$ cat config.mk
export PLATFORM = sky130hd
export DESIGN_NAME = assembler_token_lexer_core
export DESIGN_NICKNAME = d
export VERILOG_FILES = /design/src/rtl/atl_pkg.sv /design/src/rtl/atl_front.sv /design/src/rtl/atl_fifo.sv /design/src/rtl/atl_back.sv /design/src/rtl/assembler_token_lexer_core.sv
export SDC_FILE = /design/constraint.sdc
export NUM_CORES = 1
export LEC_CHECK = 0
export ABC_CLOCK_PERIOD_IN_PS = 15600
export BUFFER_PORTS_ARGS = -buffer_cell sky130_fd_sc_hd__buf_2
export CAP_MARGIN = 20
export CORE_AREA = 2 2 170 131
export CTS_CLUSTER_DIAMETER = 50
export DETAILED_ROUTE_END_ITERATION = 8
export DIE_AREA = 0 0 172 133
export GPL_TIMING_DRIVEN = 0
export PLACE_DENSITY = 0.82
export SETUP_SLACK_MARGIN = 0.15
export SLEW_MARGIN = 20
export SYNTH_ARGS = -nofsm -noshare
export SYNTH_HDL_FRONTEND = slang
export SYNTH_SLANG_ARGS = --single-unit
$ cat constraint.sdc
create_clock -name clk_i -period 15.6 [get_ports clk_i]
set_input_delay 3.12 -clock clk_i [delete_from_list [all_inputs] [get_ports clk_i]]
set_output_delay 3.12 -clock clk_i [all_outputs]
set_load 0.05 [all_outputs]
$ cat src/rtl/atl_pkg.sv
// Shared types, constants and character-class functions for the assembler token lexer.
// Used by atl_front, atl_fifo, atl_back and assembler_token_lexer_core.
package atl_pkg;

  localparam int MaxLine   = 1024;
  localparam int ColW      = 10;
  localparam int ColMax    = (MaxLine - 1) < 1023 ? (MaxLine - 1) : 1023;
  localparam int FifoDepth = 4;
  localparam int PtrW      = $clog2(FifoDepth);
  localparam int CntW      = $clog2(FifoDepth + 1);

  typedef enum logic [10:0] {
    S_START   = 11'b000_0000_0001,
    S_ID      = 11'b000_0000_0010,
    S_LABEL   = 11'b000_0000_0100,
    S_NUM     = 11'b000_0000_1000,
    S_VAR     = 11'b000_0001_0000,
    S_DOLLAR  = 11'b000_0010_0000,
    S_COMMENT = 11'b000_0100_0000,
    S_WS      = 11'b000_1000_0000,
    S_ZERO    = 11'b001_0000_0000,
    S_ZEROX   = 11'b010_0000_0000,
    S_COMMA   = 11'b100_0000_0000
  } lex_state_e;

  typedef enum logic [2:0] {
    KIND_ID    = 3'd0,
    KIND_LABEL = 3'd1,
    KIND_NUM   = 3'd2,
    KIND_VAR   = 3'd3,
    KIND_COMMA = 3'd4,
    KIND_ZERO  = 3'd5,
    KIND_ERROR = 3'd6
  } kind_e;

  typedef struct packed {
    kind_e             kind;
    logic [ColW-1:0]   start;
    logic [ColW-1:0]   len;
  } res_t;

  typedef struct packed {
    logic two;
    res_t r0;
    res_t r1;
  } rec_t;

  typedef struct packed {
    logic  ok;
    lex_state_e state;
  } trans_t;

  typedef struct packed {
    logic  accept;
    logic  emit;
    kind_e kind;
  } info_t;

  function automatic logic is_alpha(logic [7:0] c);
    return (c >= 8'h61 && c <= 8'h7a) || (c >= 8'h41 && c <= 8'h5a);
  endfunction

  function automatic logic is_digit(logic [7:0] c);
    return c >= 8'h30 && c <= 8'h39;
  endfunction

  function automatic logic is_space(logic [7:0] c);
    return c == 8'h20 || (c >= 8'h09 && c <= 8'h0d);
  endfunction

  function automatic logic is_hex(logic [7:0] c);
    return is_digit(c) || (c >= 8'h61 && c <= 8'h66) || (c >= 8'h41 && c <= 8'h46);
  endfunction

  function automatic trans_t next_state(lex_state_e s, logic [7:0] c);
    trans_t t;
    t.ok    = 1'b0;
    t.state = S_START;
    if (!c[7]) begin
      unique case (s) inside
        S_START: begin
          t.ok = 1'b1;
          if (is_alpha(c)) t.state = S_ID;
          else if (c >= 8'h31 && c <= 8'h39) t.state = S_NUM;
          else if (c == 8'h23) t.state = S_COMMENT;
          else if (is_space(c)) t.state = S_WS;
          else if (c == 8'h2c) t.state = S_COMMA;
          else if (c == 8'h24) t.state = S_DOLLAR;
          else if (c == 8'h30) t.state = S_ZERO;
          else t.ok = 1'b0;
        end
        S_ID: begin
          if (is_alpha(c)) begin
            t.ok = 1'b1;
            t.state = S_ID;
          end else if (c == 8'h3a) begin
            t.ok = 1'b1;
            t.state = S_LABEL;
          end
        end
        S_WS: begin
          t.ok = is_space(c);
          t.state = S_WS;
        end
        S_DOLLAR, S_VAR: begin
          t.ok = is_digit(c);
          t.state = S_VAR;
        end
        S_COMMENT: begin
          t.ok = c != 8'h0a;
          t.state = S_COMMENT;
        end
        S_NUM, S_ZEROX: begin
          t.ok = is_hex(c);
          t.state = S_NUM;
        end
        S_ZERO: begin
          t.ok = c == 8'h78;
          t.state = S_ZEROX;
        end
        default: t.ok = 1'b0;
      endcase
    end
    return t;
  endfunction

  function automatic info_t state_info(lex_state_e s);
    info_t i;
    i.accept = 1'b1;
    i.emit   = 1'b1;
    i.kind   = KIND_ERROR;
    unique case (s) inside
      S_ID:      i.kind = KIND_ID;
      S_LABEL:   i.kind = KIND_LABEL;
      S_NUM:     i.kind = KIND_NUM;
      S_VAR:     i.kind = KIND_VAR;
      S_COMMA:   i.kind = KIND_COMMA;
      S_ZERO:    i.kind = KIND_ZERO;
      S_COMMENT, S_WS: i.emit = 1'b0;
      default: begin
        i.accept = 1'b0;
        i.emit   = 1'b0;
      end
    endcase
    return i;
  endfunction

  function automatic logic [ColW-1:0] sat_len(logic [ColW-1:0] diff, logic plus_one);
    logic [ColW:0] l;
    l = {1'b0, diff} + {{ColW{1'b0}}, plus_one};
    return l[ColW] ? {ColW{1'b1}} : l[ColW-1:0];
  endfunction

endpackage

$ cat src/rtl/atl_front.sv
// Front part: accepts characters, runs the maximal-munch state machine and
// packs the results of each character into one record. Depends on atl_pkg.
module atl_front (
  input  logic          clk_i,
  input  logic          rst_ni,
  input  logic          in_valid_i,
  input  logic [7:0]    ch_i,
  input  logic          line_end_i,
  output logic          in_ready_o,
  input  logic          full_i,
  output logic          push_o,
  output atl_pkg::rec_t rec_o
);
  import atl_pkg::*;

  lex_state_e      state_q, state_d;
  logic [ColW-1:0] col_q, col_d, tstart_q, tstart_d;
  logic            skip_q, skip_d;

  trans_t          t0, t1;
  info_t           info_cur, info_new;
  logic [ColW-1:0] st, st_new, col_inc;
  lex_state_e      t_new;
  logic            err, emit_a, emit_b, accept;
  res_t            res_a, res_b;

  assign in_ready_o = !full_i;
  assign accept     = in_valid_i && in_ready_o;
  assign col_inc    = (col_q < ColW'(ColMax)) ? col_q + 1'b1 : ColW'(ColMax);

  always_comb begin
    st       = (state_q == S_START) ? col_q : tstart_q;
    t0       = next_state(state_q, ch_i);
    t1       = next_state(S_START, ch_i);
    info_cur = state_info(state_q);
    err      = 1'b0;
    emit_a   = 1'b0;
    emit_b   = 1'b0;
    res_a    = '{kind: KIND_ERROR, start: st, len: sat_len(col_q - st, 1'b1)};
    res_b    = res_a;
    st_new   = st;
    t_new    = t0.state;
    if (!t0.ok) begin
      if (!info_cur.accept) begin
        emit_a = 1'b1;
        err    = 1'b1;
      end else begin
        emit_a = info_cur.emit;
        res_a  = '{kind: info_cur.kind, start: st, len: sat_len(col_q - st, 1'b0)};
        st_new = col_q;
        t_new  = t1.state;
        if (!t1.ok) begin
          emit_b = 1'b1;
          err    = 1'b1;
          res_b  = '{kind: KIND_ERROR, start: col_q, len: ColW'(1)};
        end
      end
    end
    info_new = state_info(t_new);
    if (!err && line_end_i) begin
      emit_b = !info_new.accept || info_new.emit;
      res_b  = '{kind: info_new.accept ? info_new.kind : KIND_ERROR,
                 start: st_new, len: sat_len(col_q - st_new, 1'b1)};
    end
  end

  always_comb begin
    rec_o.two = emit_a && emit_b;
    rec_o.r0  = emit_a ? res_a : res_b;
    rec_o.r1  = res_b;
    push_o    = accept && !skip_q && (emit_a || emit_b);
  end

  always_comb begin
    state_d  = state_q;
    col_d    = col_q;
    tstart_d = tstart_q;
    skip_d   = skip_q;
    if (accept) begin
      if (line_end_i) begin
        state_d  = S_START;
        col_d    = '0;
        tstart_d = '0;
        skip_d   = 1'b0;
      end else if (!skip_q) begin
        col_d = col_inc;
        if (err) begin
          skip_d   = 1'b1;
          state_d  = S_START;
          tstart_d = '0;
        end else begin
          state_d  = t_new;
          tstart_d = st_new;
        end
      end
    end
  end

  always_ff @(posedge clk_i or negedge rst_ni) begin
    if (!rst_ni) begin
      state_q  <= S_START;
      col_q    <= '0;
      tstart_q <= '0;
      skip_q   <= 1'b0;
    end else begin
      state_q  <= state_d;
      col_q    <= col_d;
      tstart_q <= tstart_d;
      skip_q   <= skip_d;
    end
  end

  a_skip_start: assert property (@(posedge clk_i) disable iff (!rst_ni)
    skip_q |-> state_q == S_START)
    else $error("Skipped line left the lexer outside the start state.");

  a_line_restart: assert property (@(posedge clk_i) disable iff (!rst_ni)
    accept && line_end_i |=> col_q == '0 && !skip_q)
    else $error("Line end did not restart the column.");

endmodule

$ cat src/rtl/atl_fifo.sv
// Short queue of result records between the lexer front and the output back.
// Depends on atl_pkg for the record type and depth.
module atl_fifo (
  input  logic          clk_i,
  input  logic          rst_ni,
  input  logic          push_i,
  input  atl_pkg::rec_t data_i,
  output logic          full_o,
  input  logic          pop_i,
  output logic          valid_o,
  output atl_pkg::rec_t data_o
);
  import atl_pkg::*;

  rec_t            mem_q [FifoDepth];
  logic [PtrW-1:0] wr_q, rd_q;
  logic [CntW-1:0] cnt_q;

  assign full_o  = cnt_q == CntW'(FifoDepth);
  assign valid_o = cnt_q != '0;
  assign data_o  = mem_q[rd_q];

  always_ff @(posedge clk_i) begin
    if (push_i) mem_q[wr_q] <= data_i;
  end

  always_ff @(posedge clk_i or negedge rst_ni) begin
    if (!rst_ni) begin
      wr_q  <= '0;
      rd_q  <= '0;
      cnt_q <= '0;
    end else begin
      if (push_i) wr_q <= wr_q + 1'b1;
      if (pop_i) rd_q <= rd_q + 1'b1;
      if (push_i && !pop_i) cnt_q <= cnt_q + 1'b1;
      else if (pop_i && !push_i) cnt_q <= cnt_q - 1'b1;
    end
  end

  a_no_overflow: assert property (@(posedge clk_i) disable iff (!rst_ni)
    push_i |-> !full_o)
    else $error("Word pushed into a full queue.");

  a_no_underflow: assert property (@(posedge clk_i) disable iff (!rst_ni)
    pop_i |-> valid_o)
    else $error("Word popped from an empty queue.");

endmodule

$ cat src/rtl/atl_back.sv
// Back part: takes result records from the queue and sends their one or two
// results out through a registered output. Depends on atl_pkg.
module atl_back (
  input  logic          clk_i,
  input  logic          rst_ni,
  input  logic          q_valid_i,
  input  atl_pkg::rec_t q_data_i,
  output logic          pop_o,
  output logic          out_valid_o,
  input  logic          out_ready_i,
  output logic [2:0]    kind_o,
  output logic [9:0]    start_col_o,
  output logic [9:0]    length_o,
  output logic          last_of_run_o
);
  import atl_pkg::*;

  rec_t rec_q;
  logic have_q, idx_q;
  res_t cur;
  logic last;

  assign cur           = idx_q ? rec_q.r1 : rec_q.r0;
  assign last          = idx_q || !rec_q.two;
  assign pop_o         = q_valid_i && (!have_q || (out_ready_i && last));
  assign out_valid_o   = have_q;
  assign kind_o        = cur.kind;
  assign start_col_o   = cur.start;
  assign length_o      = cur.len;
  assign last_of_run_o = last;

  always_ff @(posedge clk_i) begin
    if (pop_o) rec_q <= q_data_i;
  end

  always_ff @(posedge clk_i or negedge rst_ni) begin
    if (!rst_ni) begin
      have_q <= 1'b0;
      idx_q  <= 1'b0;
    end else if (pop_o) begin
      have_q <= 1'b1;
      idx_q  <= 1'b0;
    end else if (have_q && out_ready_i) begin
      if (last) have_q <= 1'b0;
      else idx_q <= 1'b1;
    end
  end

  a_second_needs_two: assert property (@(posedge clk_i) disable iff (!rst_ni)
    have_q && idx_q |-> rec_q.two)
    else $error("Second result sent from a record that holds only one.");

endmodule

$ cat src/rtl/assembler_token_lexer_core.sv
// Top level of the assembler token lexer: front state machine, record queue
// and output sequencer. Depends on atl_pkg, atl_front, atl_fifo and atl_back.
//
//   channel | direction | handshake              | word
//   in      | input     | in_valid_i/in_ready_o  | ch_i, line_end_i
//   out     | output    | out_valid_o/out_ready_i| kind_o, start_col_o, length_o, last_of_run_o
//
// One character is taken per cycle while the queue is not full; its state transition is
// decided in that same cycle. Each character gives zero, one or two results; the back sends
// one result per cycle while out_ready_i is high. The queue holds four records, and input
// ready drops only when it is full. Each record goes through the queue to the output register.
// Reset is asynchronous and active low and puts the lexer at the start of a line.
module assembler_token_lexer_core (
  input  logic       clk_i,
  input  logic       rst_ni,
  input  logic       in_valid_i,
  output logic       in_ready_o,
  input  logic [7:0] ch_i,
  input  logic       line_end_i,
  output logic       out_valid_o,
  input  logic       out_ready_i,
  output logic [2:0] kind_o,
  output logic [9:0] start_col_o,
  output logic [9:0] length_o,
  output logic       last_of_run_o
);
  import atl_pkg::*;

  logic push, full, pop, q_valid;
  rec_t push_rec, q_rec;

  atl_front u_front (
    .clk_i      (clk_i),
    .rst_ni     (rst_ni),
    .in_valid_i (in_valid_i),
    .ch_i       (ch_i),
    .line_end_i (line_end_i),
    .in_ready_o (in_ready_o),
    .full_i     (full),
    .push_o     (push),
    .rec_o      (push_rec)
  );

  atl_fifo u_fifo (
    .clk_i   (clk_i),
    .rst_ni  (rst_ni),
    .push_i  (push),
    .data_i  (push_rec),
    .full_o  (full),
    .pop_i   (pop),
    .valid_o (q_valid),
    .data_o  (q_rec)
  );

  atl_back u_back (
    .clk_i         (clk_i),
    .rst_ni        (rst_ni),
    .q_valid_i     (q_valid),
    .q_data_i      (q_rec),
    .pop_o         (pop),
    .out_valid_o   (out_valid_o),
    .out_ready_i   (out_ready_i),
    .kind_o        (kind_o),
    .start_col_o   (start_col_o),
    .length_o      (length_o),
    .last_of_run_o (last_of_run_o)
  );

endmodule

==> results_dict.tcl <==
set metrics [dict create \
    run_status "finished, final reports clean" \
    rows 47 \
    endpoint_kind "flip-flop" \
    root_buffer "clkbuf_16" \
    antenna_found_initial 0 \
    path_class "in -> reg" \
    fin_crit_sh 0.590 \
    cpLargestDelayFamily "compound AO/OA/AOI/OAI gates" \
    crit_path_max_fanout 10 \
    hold_path_class "reg -> reg" \
    synthesis.area_sq_um 13600 \
    clock.fmax_mhz 109 \
    gp_congestion 0.986 \
    hpwlAfterDp_microns 22800 \
    nNetsFinal 1142 \
    cts_inserted_buffers 27 \
    slew_viol_final 0 \
    fill_cells 1492 \
    syn_inst 1033 \
    yosysSeqAreaShare 0.596 \
    vdd_drop_max_mv 0.116 \
    relSlewSlack 0.228 \
    synth_edf_count 235 \
    grt_pass1_vias 8973 \
    die_w_microns 172 \
    die_area_sq_um 22900 \
    synthDistinctLibCells 86 \
    start_util 0.633 \
    regArea_sq_um 8080 \
    antenna_left 0 \
    fp.coreArea_sq_um 21400 \
    grt_pass1_wl_microns 51200 \
    viasPerCell 6.41 \
    timing.final.crit_period_ns 9.21 \
    cts_setup_buffers 0 \
    rsz0062_at_grt "no" \
    cp.arrival_ns 9.47 \
    avgRoutedWirePerCell_microns 23.3 \
    slowest_stage "o41a_2" \
    yosysWarnings 0 \
    cts_hold_buffers 0 \
    wl_microns 33000 \
    diodes 0 \
    drcViolationCount 0 \
    synth_flop_cell "edfxtp_1" \
    worstMarginPinSlew_ns 1.15 \
    syn_area_per_cell_sq_um 13.1 \
    grt_usage 0.300 \
    cts_tree "done" \
    cts.sinks 276 \
    cap_violations 0 \
    drt-pass1-iter-count 7 \
    finalSetupTns_ns 0 \
    cts_resized 0 \
    syn_to_final_growth_pct 12.0 \
    powerDensity_nw_per_um2 191 \
    synth_fp_nets 1070 \
    htree_levels 1 \
    p_leak_nw 5.48 \
    gr-total-overflow 0 \
    hold_viol 0 \
    io_pins 39 \
    critPathLaunchType "input port" \
    skew_ns 0.00935 \
    vias 9105 \
    synth-seq-cells 276 \
    slowest_delay_ns 0.65 \
    p_total_mw 2.90 \
    worstSkewPairLatency_ns 0.55 \
    drive_above_1_share 0.187 \
    die_h_microns 133 \
    clkTransAtPathRegs_ns 0.06 \
    crit_buf_inv 5 \
    grt_max_degree 42 \
    drtIter0Drc 1055 \
    finalSetupViolations 0 \
    clock_tree.buffer_depth 3 \
    multi_input_area_sq_um 5180 \
    ys_async_sr_fraction 0.149 \
    crit_chain "buf_2, clkbuf_1, nand2_1, o31ai_1, o311ai_0, a32oi_2, o41a_2, nor2_1, buf_2, nor2_1, a21oi_1, ha_1, inv_1, ha_1, inv_1, o22ai_1, a221oi_1, xnor2_1, mux2i_1, and4bb_1, nand4_1, nor4_4, nor3_1, o31ai_1" \
    io_buffers 36 \
    worstPathRequired_ns 15.86 \
]
[sequential cells by signal (all words and copies together), names as in the netlist]
name,cells
u_back.idx_q,1
u_back.out_valid_o,1
u_back.rec_q,47
u_fifo.cnt_q,3
u_fifo.mem_q,188
u_fifo.rd_q,2
u_fifo.wr_q,2
u_front.col_q,10
u_front.skip_q,1
u_front.state_q,11
u_front.tstart_q,10
[path summary, 6_finish.rpt]
| kind | from | to | slack (ns) | cells past startpoint |
|---|---|---|---|---|
| setup / recovery | ch_i[1] | u_fifo.mem_q[0][25] | 6.39 | 24 |
| hold / removal | u_fifo.cnt_q[2] | u_fifo.cnt_q[2] | 0.50 | 1 |
| setup reg to reg | u_front.state_q[10] | u_fifo.mem_q[0][25] | 8.65 | 24 |
| hold reg to reg | u_fifo.cnt_q[2] | u_fifo.cnt_q[2] | 0.50 | 1 |
| max in group asynchronous | rst_ni | u_back.idx_q | 12.62 | 1 |
| min in group asynchronous | rst_ni | u_front.col_q[6] | 2.56 | 1 |
[worst register-to-register path: cells and delay by family (launching register included)]
| kind | cells | cell delay, ns |
|---|---|---|
| AOI/OAI and AO/OA | 4 | 1.38 |
| and+or+nand+nor | 11 | 2.85 |
| DFF | 1 | 0.36 |
| xor gates and xnor gates | 1 | 0.12 |
| muxes | 1 | 0.39 |
| adders and majority gates | 2 | 0.53 |
| buffers and inverters | 5 | 1.02 |
[where the power goes]
part / internal, mW / switching [mW] / leakage, nW / total (mW)
clock: 0.373 / 0.281 / 0.442 / 0.654
combinational: 0.409 / 0.732 / 2.31 / 1.14
sequential: 1.06 / 0.0449 / 2.73 / 1.10
[cells in the mapped netlist, types with 15 or more instances]
cell type,number,area share
nand2_1,95,0.026
clkbuf_1,38,0.011
xnor2_1,22,0.014
nor3_1,15,0.0055
a21oi_1,64,0.024
nand3_1,21,0.0078
inv_1,24,0.0066
nor2_1,67,0.019
ha_1,22,0.020
mux4_2,47,0.078
dfrtp_1,40,0.074
mux2_2,28,0.023
edfxtp_1,235,0.52
o21ai_0,62,0.023
[kinds of logic (layout without fill, tap and decap cells)]
kind of cell | Yosys count | count (layout) | share of synthesized area
flip-flops | 276 | 276 | 0.596
AND/OR/NAND/NOR | 315 | 315 | 0.120
adder cells (fa/ha/maj) | 25 | 25 | 0.0240
buffers and inverters | 79 | 172 | 0.0232
XOR/XNOR | 36 | 36 | 0.0238
multiplexers | 85 | 85 | 0.109
AO/OA/AOI/OAI | 217 | 217 | 0.103
[area by class of cell]
type | instances | area share
buffer | 55 | 0.0149
tap | 294 | 0.0242
sequential | 276 | 0.533
multi-input combinational | 678 | 0.342
timing repair buffer | 43 | 0.0217
inverter | 24 | 0.00594
clock buffer | 30 | 0.0453
clock inverter | 20 | 0.0137
[through the flow]
| stage | setup WS [ns] | cells | util | cell area [sq um] | hold WS [ns] |
|---|---|---|---|---|---|
| floorplan | 7.45 | 1033 | - | 13600 | 0.450 |
| global route | 5.85 | 1420 | 0.709 | 15200 | 0.522 |
| CTS | 6.59 | 1419 | 0.708 | 15200 | 0.495 |
| detailed placement | 6.02 | 1369 | 0.666 | 14300 | 0.483 |
| global placement | 6.13 | 1363 | 0.659 | 14100 | 0.465 |
| finish | 6.39 | 1420 | 0.709 | 15200 | 0.495 |
[layer usage]
metal | track usage | wire, microns | vias up
met3 | 0.0649 | 2810 | 64
met4 | 0.0812 | 789 | 0
li1 | - | - | 4104
met1 | 0.443 | 14300 | 4556
met2 | 0.457 | 15200 | 381
met5 | 0 | 0 | -
[cells in the final DEF (no fill, tap or decap), types with 5 or more instances in the layout]
master / instances
nand2b_1: 9
or3_1: 7
dfrtp_1: 40
ha_1: 22
mux2i_1: 9
o22ai_1: 10
nand2_1: 95
a22o_1: 7
mux2_2: 28
clkinv_1: 6
a21o_1: 10
buf_2: 43
o21ai_0: 62
edfxtp_1: 235
clkbuf_16: 27
nand3_1: 21
nor2b_1: 13
xnor2_1: 22
and2_1: 7
clkbuf_1: 40
xor2_1: 13
or2_2: 9
nor4_1: 7
o21ai_1: 7
and3_1: 12
mux4_2: 47
a31oi_1: 9
inv_1: 24
or4_1: 7
a21oi_1: 63
nand4_1: 12
o31ai_1: 5
nor3_1: 15
buf_1: 7
nor2_1: 67
(Power assumes the default switching activity.)
